`src/rtl/core/sdbg_pkg.sv`:
```
// Shared types, widths and constants of the step/direction burst generator.
package sdbg_pkg;

  localparam int TICK_W       = 20;
  localparam int PULSE_W      = 10;
  localparam int STEPS_W      = 13;
  localparam int FUNC_W       = 2;
  localparam int STATUS_W     = 2;
  localparam int CFG_IDX_W    = 3;
  localparam int CFG_DATA_W   = 20;
  localparam int DEF_MAX_STEPS = 4095;

  localparam logic [TICK_W-1:0]  RST_TICK_US  = TICK_W'(20000);
  localparam logic [PULSE_W-1:0] RST_PULSE_US = PULSE_W'(10);

  typedef enum logic [FUNC_W-1:0] {
    FUNC_TICK  = 2'd0,
    FUNC_MOVE  = 2'd1,
    FUNC_ABORT = 2'd2
  } func_t;

  typedef enum logic [STATUS_W-1:0] {
    ST_DONE    = 2'd0,
    ST_BUSY    = 2'd1,
    ST_BLOCKED = 2'd2
  } status_t;

  typedef enum logic [CFG_IDX_W-1:0] {
    CFG_TICK_US      = 3'd0,
    CFG_PULSE_US     = 3'd1,
    CFG_DIR_INVERT   = 3'd2,
    CFG_STOP_ACT_HI  = 3'd3,
    CFG_LOW_PRESENT  = 3'd4,
    CFG_HIGH_PRESENT = 3'd5
  } cfg_idx_t;

  typedef enum logic {
    S_IDLE = 1'b0,
    S_DIV  = 1'b1
  } state_t;

  typedef struct packed {
    logic take_imm;
    logic div_start;
    logic commit;
  } ctrl_cmd_t;

  typedef struct packed {
    logic start_needed;
    logic div_done;
  } dp_stat_t;

endpackage

```
`src/rtl/core/sdbg_if.sv`:
```
// Handshake channel interfaces for input items and result items.
interface sdbg_in_if
  import sdbg_pkg::*;
();
  logic                       valid;
  logic                       ready;
  logic [FUNC_W-1:0]          func;
  logic signed [STEPS_W-1:0]  move_steps;
  logic                       low_stop_level;
  logic                       high_stop_level;

  modport source (output valid, func, move_steps, low_stop_level, high_stop_level,
                  input ready);
  modport sink   (input valid, func, move_steps, low_stop_level, high_stop_level,
                  output ready);
endinterface

interface sdbg_out_if
  import sdbg_pkg::*;
();
  logic                       valid;
  logic                       ready;
  logic [STATUS_W-1:0]        status;
  logic signed [STEPS_W-1:0]  steps_taken;
  logic                       pulse_pin;
  logic                       dir_pin;
  logic                       burst_active;

  modport source (output valid, status, steps_taken, pulse_pin, dir_pin, burst_active,
                  input ready);
  modport sink   (input valid, status, steps_taken, pulse_pin, dir_pin, burst_active,
                  output ready);
endinterface

```
`src/rtl/core/step_dir_burst_generator.sv`:
```
// Step/direction burst generator top level.
// Each input item is a one-microsecond tick, a move command or an abort, and
// each yields exactly one result item from a registered output stage, so the
// next item is taken in the same cycle that the previous result is collected.
// Ticks, aborts, zero-step moves and refused moves (busy or blocked) have
// their result registered in the next cycle. A move that starts a burst
// first finds the period tick_us / count with a restoring divider that
// produces one quotient bit per cycle over the 20-bit tick length.
// Configuration writes apply on the cycle after the write enable and should
// only be made while no item is in flight.
module step_dir_burst_generator
  import sdbg_pkg::*;
#(
  parameter int MAX_STEPS = DEF_MAX_STEPS
) (
  input  logic                  clk,
  input  logic                  rst_n,
  sdbg_in_if.sink               in_chan,
  sdbg_out_if.source            out_chan,
  input  logic                  cfg_we,
  input  logic [CFG_IDX_W-1:0]  cfg_idx,
  input  logic [CFG_DATA_W-1:0] cfg_wdata
);

  ctrl_cmd_t cmd;
  dp_stat_t  stat;

  sdbg_ctrl u_ctrl (
    .clk       (clk),
    .rst_n     (rst_n),
    .in_valid  (in_chan.valid),
    .in_ready  (in_chan.ready),
    .out_valid (out_chan.valid),
    .out_ready (out_chan.ready),
    .stat      (stat),
    .cmd       (cmd)
  );

  sdbg_dp #(
    .MAX_STEPS (MAX_STEPS)
  ) u_dp (
    .clk              (clk),
    .rst_n            (rst_n),
    .cfg_we           (cfg_we),
    .cfg_idx          (cfg_idx),
    .cfg_wdata        (cfg_wdata),
    .func             (in_chan.func),
    .move_steps       (in_chan.move_steps),
    .low_stop_level   (in_chan.low_stop_level),
    .high_stop_level  (in_chan.high_stop_level),
    .cmd              (cmd),
    .stat             (stat),
    .res_status       (out_chan.status),
    .res_steps_taken  (out_chan.steps_taken),
    .res_pulse_pin    (out_chan.pulse_pin),
    .res_dir_pin      (out_chan.dir_pin),
    .res_burst_active (out_chan.burst_active)
  );

endmodule

```
`src/rtl/core/sdbg_div.sv`:
```
// Restoring divider that yields one quotient bit per clock cycle.
module sdbg_div
  import sdbg_pkg::*;
#(
  parameter int DIV_W = 12
) (
  input  logic              clk,
  input  logic              rst_n,
  input  logic              start,
  input  logic [TICK_W-1:0] dividend,
  input  logic [DIV_W-1:0]  divisor,
  output logic              done,
  output logic [TICK_W-1:0] quotient
);

  localparam int CNT_W = $clog2(TICK_W + 1);

  logic [DIV_W-1:0]  rem_r, rem_nxt;
  logic [TICK_W-1:0] quo_r, quo_nxt;
  logic [DIV_W-1:0]  dvs_r;
  logic [CNT_W-1:0]  cnt_r, cnt_nxt;
  logic              busy_r, busy_nxt;
  logic              done_r, done_nxt;
  logic [DIV_W:0]    trial;
  logic              fits;

  assign trial = {rem_r, quo_r[TICK_W-1]};
  assign fits  = trial >= {1'b0, dvs_r};

  always_comb begin
    rem_nxt  = rem_r;
    quo_nxt  = quo_r;
    cnt_nxt  = cnt_r;
    busy_nxt = busy_r;
    done_nxt = 1'b0;
    if (start) begin
      rem_nxt  = '0;
      quo_nxt  = dividend;
      cnt_nxt  = CNT_W'(TICK_W);
      busy_nxt = 1'b1;
    end else if (busy_r) begin
      rem_nxt = fits ? DIV_W'(trial - {1'b0, dvs_r}) : DIV_W'(trial);
      quo_nxt = {quo_r[TICK_W-2:0], fits};
      cnt_nxt = cnt_r - 1'b1;
      if (cnt_r == CNT_W'(1)) begin
        busy_nxt = 1'b0;
        done_nxt = 1'b1;
      end
    end
  end

  always_ff @(posedge clk) begin
    if (!rst_n) begin
      busy_r <= 1'b0;
      done_r <= 1'b0;
      cnt_r  <= '0;
    end else begin
      busy_r <= busy_nxt;
      done_r <= done_nxt;
      cnt_r  <= cnt_nxt;
    end
  end

  always_ff @(posedge clk) begin
    rem_r <= rem_nxt;
    quo_r <= quo_nxt;
    if (start) begin
      dvs_r <= divisor;
    end
  end

  assign done     = done_r;
  assign quotient = quo_r;

endmodule

```
`src/rtl/core/sdbg_dp.sv`:
```
// Datapath: configuration registers, burst state, period divider and result register.
module sdbg_dp
  import sdbg_pkg::*;
#(
  parameter int MAX_STEPS = DEF_MAX_STEPS
) (
  input  logic                      clk,
  input  logic                      rst_n,
  input  logic                      cfg_we,
  input  logic [CFG_IDX_W-1:0]      cfg_idx,
  input  logic [CFG_DATA_W-1:0]     cfg_wdata,
  input  logic [FUNC_W-1:0]         func,
  input  logic signed [STEPS_W-1:0] move_steps,
  input  logic                      low_stop_level,
  input  logic                      high_stop_level,
  input  ctrl_cmd_t                 cmd,
  output dp_stat_t                  stat,
  output logic [STATUS_W-1:0]       res_status,
  output logic signed [STEPS_W-1:0] res_steps_taken,
  output logic                      res_pulse_pin,
  output logic                      res_dir_pin,
  output logic                      res_burst_active
);

  localparam int CW = $clog2(MAX_STEPS + 1);
  localparam int MW = (CW > STEPS_W) ? CW : STEPS_W;
  localparam logic [MW-1:0] MAX_MW = MW'(MAX_STEPS);

  logic [TICK_W-1:0]  tick_us_r;
  logic [PULSE_W-1:0] pulse_us_r;
  logic               dir_invert_r;
  logic               stop_act_hi_r;
  logic               low_present_r;
  logic               high_present_r;

  logic [CW-1:0]      pulses_left_r, pulses_left_nxt;
  logic [TICK_W-1:0]  phase_r, phase_nxt;
  logic [TICK_W-1:0]  period_r, period_nxt;
  logic               pulse_r, pulse_nxt;
  logic               dir_r, dir_nxt;

  logic [CW-1:0]      count_r;
  logic               neg_r;
  logic [STEPS_W-1:0] taken_r;

  logic [STATUS_W-1:0]       res_status_r;
  logic signed [STEPS_W-1:0] res_taken_r;
  logic                      res_pulse_r;
  logic                      res_dir_r;
  logic                      res_active_r;

  logic               neg;
  logic [STEPS_W-1:0] mag;
  logic [MW-1:0]      mag_mw;
  logic [MW-1:0]      count_mw;
  logic               engaged;
  logic               busy;
  logic [TICK_W-1:0]  phase_inc;
  logic [CW-1:0]      pulses_dec;
  logic [TICK_W-1:0]  min_period;
  logic [TICK_W-1:0]  quotient;
  logic               div_done;
  logic [STATUS_W-1:0] status_nxt;
  logic [STEPS_W-1:0]  taken_nxt;

  assign neg      = move_steps[STEPS_W-1];
  assign mag      = neg ? STEPS_W'(~move_steps + 1'b1) : STEPS_W'(move_steps);
  assign mag_mw   = MW'(mag);
  assign count_mw = (mag_mw > MAX_MW) ? MAX_MW : mag_mw;
  assign engaged  = neg ? (low_present_r && (low_stop_level == stop_act_hi_r))
                        : (high_present_r && (high_stop_level == stop_act_hi_r));
  assign busy     = pulses_left_r != '0;

  assign stat.start_needed = (func == FUNC_MOVE) && (mag != '0) && !busy && !engaged;
  assign stat.div_done     = div_done;

  sdbg_div #(
    .DIV_W (CW)
  ) u_div (
    .clk      (clk),
    .rst_n    (rst_n),
    .start    (cmd.div_start),
    .dividend (tick_us_r),
    .divisor  (CW'(count_mw)),
    .done     (div_done),
    .quotient (quotient)
  );

  assign phase_inc  = phase_r + 1'b1;
  assign pulses_dec = pulses_left_r - 1'b1;
  assign min_period = TICK_W'({pulse_us_r, 1'b0});

  always_comb begin
    pulses_left_nxt = pulses_left_r;
    phase_nxt       = phase_r;
    period_nxt      = period_r;
    pulse_nxt       = pulse_r;
    dir_nxt         = dir_r;
    status_nxt      = ST_DONE;
    taken_nxt       = '0;
    if (cmd.commit) begin
      dir_nxt         = neg_r ^ dir_invert_r;
      period_nxt      = (quotient > min_period) ? quotient : min_period;
      pulses_left_nxt = count_r;
      phase_nxt       = '0;
      pulse_nxt       = pulse_us_r != '0;
      taken_nxt       = taken_r;
    end else if (cmd.take_imm) begin
      case (func)
        FUNC_TICK: begin
          if (busy) begin
            if (phase_inc >= period_r) begin
              pulses_left_nxt = pulses_dec;
              phase_nxt       = '0;
              pulse_nxt       = (pulses_dec != '0) && (pulse_us_r != '0);
            end else begin
              phase_nxt = phase_inc;
              if (phase_inc >= TICK_W'(pulse_us_r)) begin
                pulse_nxt = 1'b0;
              end
            end
          end
        end
        FUNC_MOVE: begin
          if (mag == '0) begin
            status_nxt = ST_DONE;
          end else if (busy) begin
            status_nxt = ST_BUSY;
          end else begin
            status_nxt = ST_BLOCKED;
          end
        end
        FUNC_ABORT: begin
          pulses_left_nxt = '0;
          phase_nxt       = '0;
          pulse_nxt       = 1'b0;
        end
        default: begin
        end
      endcase
    end
  end

  always_ff @(posedge clk) begin
    if (!rst_n) begin
      tick_us_r      <= RST_TICK_US;
      pulse_us_r     <= RST_PULSE_US;
      dir_invert_r   <= 1'b0;
      stop_act_hi_r  <= 1'b1;
      low_present_r  <= 1'b0;
      high_present_r <= 1'b0;
    end else if (cfg_we) begin
      case (cfg_idx)
        CFG_TICK_US:      tick_us_r      <= cfg_wdata[TICK_W-1:0];
        CFG_PULSE_US:     pulse_us_r     <= cfg_wdata[PULSE_W-1:0];
        CFG_DIR_INVERT:   dir_invert_r   <= cfg_wdata[0];
        CFG_STOP_ACT_HI:  stop_act_hi_r  <= cfg_wdata[0];
        CFG_LOW_PRESENT:  low_present_r  <= cfg_wdata[0];
        CFG_HIGH_PRESENT: high_present_r <= cfg_wdata[0];
        default: begin
        end
      endcase
    end
  end

  always_ff @(posedge clk) begin
    if (!rst_n) begin
      pulses_left_r <= '0;
      phase_r       <= '0;
      period_r      <= '0;
      pulse_r       <= 1'b0;
      dir_r         <= 1'b0;
    end else begin
      pulses_left_r <= pulses_left_nxt;
      phase_r       <= phase_nxt;
      period_r      <= period_nxt;
      pulse_r       <= pulse_nxt;
      dir_r         <= dir_nxt;
    end
  end

  always_ff @(posedge clk) begin
    if (cmd.div_start) begin
      count_r <= CW'(count_mw);
      neg_r   <= neg;
      taken_r <= neg ? STEPS_W'(~STEPS_W'(count_mw) + 1'b1) : STEPS_W'(count_mw);
    end
    if (cmd.take_imm || cmd.commit) begin
      res_status_r <= status_nxt;
      res_taken_r  <= taken_nxt;
      res_pulse_r  <= pulse_nxt;
      res_dir_r    <= dir_nxt;
      res_active_r <= pulses_left_nxt != '0;
    end
  end

  assign res_status       = res_status_r;
  assign res_steps_taken  = res_taken_r;
  assign res_pulse_pin    = res_pulse_r;
  assign res_dir_pin      = res_dir_r;
  assign res_burst_active = res_active_r;

endmodule

```
`src/rtl/core/sdbg_ctrl.sv`:
```
// Controller state machine that sequences item intake, the period divide and the result.
module sdbg_ctrl
  import sdbg_pkg::*;
(
  input  logic      clk,
  input  logic      rst_n,
  input  logic      in_valid,
  output logic      in_ready,
  output logic      out_valid,
  input  logic      out_ready,
  input  dp_stat_t  stat,
  output ctrl_cmd_t cmd
);

  state_t state_r, state_nxt;
  logic   out_valid_r, out_valid_nxt;
  logic   accept;

  always_comb begin
    state_nxt     = state_r;
    out_valid_nxt = out_valid_r && !out_ready;
    in_ready      = 1'b0;
    accept        = 1'b0;
    cmd           = '0;
    case (state_r)
      S_IDLE: begin
        in_ready = !out_valid_r || out_ready;
        accept   = in_valid && in_ready;
        if (accept) begin
          if (stat.start_needed) begin
            cmd.div_start = 1'b1;
            state_nxt     = S_DIV;
          end else begin
            cmd.take_imm  = 1'b1;
            out_valid_nxt = 1'b1;
          end
        end
      end
      S_DIV: begin
        if (stat.div_done) begin
          cmd.commit    = 1'b1;
          out_valid_nxt = 1'b1;
          state_nxt     = S_IDLE;
        end
      end
      default: begin
        state_nxt = S_IDLE;
      end
    endcase
  end

  always_ff @(posedge clk) begin
    if (!rst_n) begin
      state_r     <= S_IDLE;
      out_valid_r <= 1'b0;
    end else begin
      state_r     <= state_nxt;
      out_valid_r <= out_valid_nxt;
    end
  end

  assign out_valid = out_valid_r;

endmodule
```
`src/flat_wrapper.sv`:
```
// flat-port wrapper written by rule: the top's interface ports become plain ports
module step_dir_burst_generator_flat import sdbg_pkg::*;
#(
  parameter int MAX_STEPS = DEF_MAX_STEPS
)
  (clk, rst_n, cfg_we, cfg_idx, cfg_wdata, in_chan_valid, in_chan_func, in_chan_move_steps, in_chan_low_stop_level, in_chan_high_stop_level, in_chan_ready, out_chan_valid, out_chan_status, out_chan_steps_taken, out_chan_pulse_pin, out_chan_dir_pin, out_chan_burst_active, out_chan_ready);
  sdbg_in_if in_chan_i ();
  sdbg_out_if out_chan_i ();
  input  logic clk;
  input  logic rst_n;
  input  logic cfg_we;
  input  logic [CFG_IDX_W-1:0] cfg_idx;
  input  logic [CFG_DATA_W-1:0] cfg_wdata;
  input wire logic [$bits(in_chan_i.valid)-1:0] in_chan_valid;
  input wire logic [$bits(in_chan_i.func)-1:0] in_chan_func;
  input wire logic [$bits(in_chan_i.move_steps)-1:0] in_chan_move_steps;
  input wire logic [$bits(in_chan_i.low_stop_level)-1:0] in_chan_low_stop_level;
  input wire logic [$bits(in_chan_i.high_stop_level)-1:0] in_chan_high_stop_level;
  output wire logic [$bits(in_chan_i.ready)-1:0] in_chan_ready;
  output wire logic [$bits(out_chan_i.valid)-1:0] out_chan_valid;
  output wire logic [$bits(out_chan_i.status)-1:0] out_chan_status;
  output wire logic [$bits(out_chan_i.steps_taken)-1:0] out_chan_steps_taken;
  output wire logic [$bits(out_chan_i.pulse_pin)-1:0] out_chan_pulse_pin;
  output wire logic [$bits(out_chan_i.dir_pin)-1:0] out_chan_dir_pin;
  output wire logic [$bits(out_chan_i.burst_active)-1:0] out_chan_burst_active;
  input wire logic [$bits(out_chan_i.ready)-1:0] out_chan_ready;
  assign in_chan_i.valid = in_chan_valid;
  assign in_chan_i.func = in_chan_func;
  assign in_chan_i.move_steps = in_chan_move_steps;
  assign in_chan_i.low_stop_level = in_chan_low_stop_level;
  assign in_chan_i.high_stop_level = in_chan_high_stop_level;
  assign in_chan_ready = in_chan_i.ready;
  assign out_chan_valid = out_chan_i.valid;
  assign out_chan_status = out_chan_i.status;
  assign out_chan_steps_taken = out_chan_i.steps_taken;
  assign out_chan_pulse_pin = out_chan_i.pulse_pin;
  assign out_chan_dir_pin = out_chan_i.dir_pin;
  assign out_chan_burst_active = out_chan_i.burst_active;
  assign out_chan_i.ready = out_chan_ready;
  step_dir_burst_generator #(.MAX_STEPS(MAX_STEPS)) u_core (.clk(clk), .rst_n(rst_n), .in_chan(in_chan_i), .out_chan(out_chan_i), .cfg_we(cfg_we), .cfg_idx(cfg_idx), .cfg_wdata(cfg_wdata));
endmodule
```
`config.mk`:
```
export PLATFORM = sky130hd
export DESIGN_NAME = step_dir_burst_generator_flat
export DESIGN_NICKNAME = d
export VERILOG_FILES = /design/src/rtl/core/sdbg_pkg.sv /design/src/rtl/core/sdbg_if.sv /design/src/rtl/core/step_dir_burst_generator.sv /design/src/rtl/core/sdbg_div.sv /design/src/rtl/core/sdbg_dp.sv /design/src/rtl/core/sdbg_ctrl.sv /design/src/flat_wrapper.sv
export SDC_FILE = /design/constraint.sdc
export NUM_CORES = 1
export LEC_CHECK = 0
export BUFFER_PORTS_ARGS = -buffer_cell sky130_fd_sc_hd__buf_2
export CORE_MARGIN = 2
export CORE_UTILIZATION = 30
export CTS_CLUSTER_DIAMETER = 200
export DETAILED_ROUTE_END_ITERATION = 12
export GPL_TIMING_DRIVEN = 0
export HOLD_SLACK_MARGIN = 0.06
export PLACE_DENSITY = 0.46
export SYNTH_ARGS = -nofsm -noshare
export SYNTH_HDL_FRONTEND = slang
export SYNTH_SLANG_ARGS = --single-unit
```
`constraint.sdc`:
```
create_clock -name clk -period 7.07 [get_ports clk]
set_clock_uncertainty 0.15 [all_clocks]
set_input_delay 1.0605 -clock clk [delete_from_list [all_inputs] [get_ports clk]]
set_output_delay 1.0605 -clock clk [all_outputs]
set_load 0.01 [all_outputs]
```
==> out/metrics.yaml <==
run_status: "finished clean"
max_slew.worst_pin.slew_ns: 0.976
synth-edff-count: 63
floorplan.rows: 66
post_route_setup_tns_ns: 0
seqPwrFrac: 0.382
crit_path_max_incr_delay_ns: 0.88
post_cts.repair.setup_buffers: 0
cts.root.buffer_cell: "sky130_fd_sc_hd__clkbuf_16"
core_region_area_um2: 32400
static-leakage-power_nw: 4.46
n_antenna_cell: 0
dieArea_um2: 34200
timing.hold.worst_path_depth: 2
groute.usage.overall: 0.169
power_frac_comb: 0.349
switching_share: 0.378
cp.buffers_inverters: 1
crit_path_start_kind: "flop"
top_level_ports: 65
synth-async-reset-ratio: 0
finalWirelength_mm: 28.5
placement.io_buffers: 62
post_route_cell_area_um2: 11300
rsz_0062_raised_after_global_routing: "no"
syn_inst: 1162
drive_gt1_frac: 0.0963
setup_viol: 0
max_cap_viols: 0
die_w_um: 185
grt_antenna_before_repair: 0
family_of_cells_with_the_greatest_summed_delay_on_the_critical_path: "simple AND/OR/NAND/NOR gates"
ant_nets: 0
timing.hold.worst.start: "u_core.u_dp.period_r[16]"
post_synth_main_area_contributors: "sky130_fd_sc_hd__dfxtp_1 22%, sky130_fd_sc_hd__edfxtp_1 19%, sky130_fd_sc_hd__nand2_1 8.4%"
cts.reportedPaths.clkPinSlew_ns: 0.08
worst_ir_drop_vdd_mv: 0.185
r2r_setup_slack_ns: 1.30
synthesis.area_per_instance_um2: 8.46
clock_latency_on_the_worst_skew_pair_ns: 0.44
final.period_utilization: 0.816
switching_power_mw: 1.35
detail_route.drc_violations: 0
power.internal_mw: 2.21
routed_via_density: 4.88
netlist-cell-type-count: 70
synth-seq-cells: 172
critical_path.reg2reg.startpoint: "u_core.u_dp.phase_r[0]"
ys.flop_type: "sky130_fd_sc_hd__dfxtp_1"
reg2regPathDepth: 14
hold_class: "flop to flop"
cts_hold_buffers: 0
dpl_cell_area_um2: 10700
criticalPathCategory: "flop to flop"
cts_resized: 0
cts_max_path_buffers: 2
ys.warnings.count: 0
post_drt_wl_per_cell_um: 16.7
power.density_cell_area_nw_per_um2: 315
worst_r2r_endpoint: "u_core.u_dp.res_burst_active"
ctsHtreeMaxLevel: 4
global_route_wire_length_before_repair_mm: 44.7
min_period_ns: 5.77
gp_congestion: 0.870
holdPathEnd: "u_core.u_dp.period_r[16]"
nNetsFinal: 1349
mappedNetlistNets: 1267
critPathRequiredTime_ns: 7.09
cp_cell_sequence: "ha_1, nand3_1, nor3_1, xor2_1, ha_1, and4_1, or4b_1, a31oi_4, buf_2, nand2_1, a22oi_1, o31ai_1, or4_1, or4_1"
layout-area-overhead-vs-synth_pct: 15.1
first_global_vias: 7879
via_count: 8288
timing.critical_path.slowest_stage_cell: "sky130_fd_sc_hd__nor3_1"
clockPowerShare: 0.270
critical_path_peak_fanout: 10
finalMaxSlewViolations: 0
tritoncts: "done"
synth_top_area_cell: "sky130_fd_sc_hd__dfxtp_1"
dpl.hpwl_mm: 21.5
setup.worst_path.end_class: "flop"
initial_utilization: 0.304
drt_iter0_markers: 512
timing.final.hold_violations: 0
floorplan.die.height_um: 185
synth-seq-area-share: 0.414
cts_inserted_buffers: 17
worst_hold_margin_ns: 0.305
timing.slew.headroom: 0.344
cp.arrival_ns: 5.79
grt_max_degree: 35
fmax_mhz: 173
dr.pass1.iters: 7
clock-sinks: 172
global_route.overflow_total: 0
synth_top_area_frac: 0.222
syn-cell-area_um2: 9830
[tightest hold or removal path, delay by kind of cell (launching register included)]
kind	cells	cell delay [ns]
AND/OR/NAND/NOR	1	0.05
AO/OA/AOI/OAI	1	0.05
flip-flops	1	0.31
[how the worst max path moves through the flow]
stage	startpoint	endpoint	slack, ns	depth (start not counted)
after floorplan	in_chan_move_steps[0]	u_core.u_dp.res_burst_active	1.98	9
after global placement	in_chan_move_steps[0]	u_core.u_dp.res_steps_taken[3]	0.71	10
after detailed placement	u_core.u_dp.phase_r[0]	u_core.u_dp.res_burst_active	1.30	14
after CTS	u_core.u_dp.phase_r[0]	u_core.u_dp.res_burst_active	1.30	14
after global routing	u_core.u_dp.phase_r[0]	u_core.u_dp.res_burst_active	0.88	16
final	u_core.u_dp.phase_r[0]	u_core.u_dp.res_burst_active	1.30	14
[synth_stat cells, drive strengths merged (21+ instances only)]
library cell,n
nand2,220
dfxtp,109
a21oi,102
nor2,71
inv,67
o21ai,65
edfxtp,63
ha,59
clkbuf,44
xnor2,39
nand3,30
nor3,29
and3,24
a211oi,21
[state kept, by name, summed over array words and instances, names as in the netlist, 12 cells and up]
name                         cells
u_core.u_dp.phase_r             20
u_core.u_dp.res_steps_taken     13
u_core.u_dp.tick_us_r           20
u_core.u_dp.u_div.rem_r         12
u_core.u_dp.period_r            20
u_core.u_dp.taken_r             13
u_core.u_dp.pulses_left_r       12
u_core.u_dp.u_div.quotient      20
[cell type report]
cell class	count	area (um2)
Buffer	51	199
Clock buffer	18	439
Clock inverter	14	159
Fill cell	3490	21100
Inverter	67	251
Multi-Input combinational cell	872	5310
Sequential cell	172	4070
Tap cell	442	553
Timing Repair Buffer	63	325
[metrics by stage]
stage	instances	total power, mW	util	setup WS [ns]
global route	1699	3.79	0.349	0.878
CTS	1699	3.58	0.349	1.30
finish	1699	3.56	0.349	1.30
floorplan	1162	2.23	-	1.98
global placement	1666	2.61	0.330	0.709
detailed placement	1667	2.61	0.331	1.30
[layout by cell type (no fill, tap or decap), drive strengths merged, types with 8 or more instances in the layout]
cell type,Yosys,routed
ha,59,59
and2,13,13
nand2b,17,17
a31oi,10,10
nand3,30,30
clkbuf,44,62
inv,67,72
a21oi,102,102
buf,7,70
a21o,13,13
and3,24,24
xor2,16,16
nand2,220,220
nand4,16,16
nor2,71,71
nor3,29,29
edfxtp,63,63
clkinv,0,8
nor4,11,11
nor2b,9,9
xnor2,39,39
dfxtp,109,109
mux2i,19,19
o21ai,65,65
a211oi,21,21
[cells by family (layout without fill, tap and decap cells)]
group,Yosys count,in the layout,synth area share
AOI/OAI and AO/OA,256,256,0.157
adders and majority gates,60,60,0.0771
and+or+nand+nor,481,481,0.237
muxes,20,20,0.0205
DFF,172,172,0.414
buffers and inverters,118,213,0.0457
xor gates and xnor gates,55,55,0.0490
[power by group through the flow]
| stage | clock network (mW) | registers, mW | logic (mW) |
|---|---|---|---|
| floorplan | 0 | 1.35 | 0.881 |
| global placement | 0 | 1.38 | 1.22 |
| detailed placement | 0 | 1.38 | 1.23 |
| global route | 1.02 | 1.38 | 1.39 |
| CTS | 0.984 | 1.36 | 1.24 |
| finish | 0.961 | 1.36 | 1.24 |
[routing by layer]
metal  track usage  routed length, um  vias to the layer above
met5             0                  0                        -
met4        0.0400                269                        0
met3        0.0248                918                       21
met2         0.257              12400                      154
met1         0.251              14800                     3839
li1              -                  -                     4274
(Power assumes the default switching activity.)
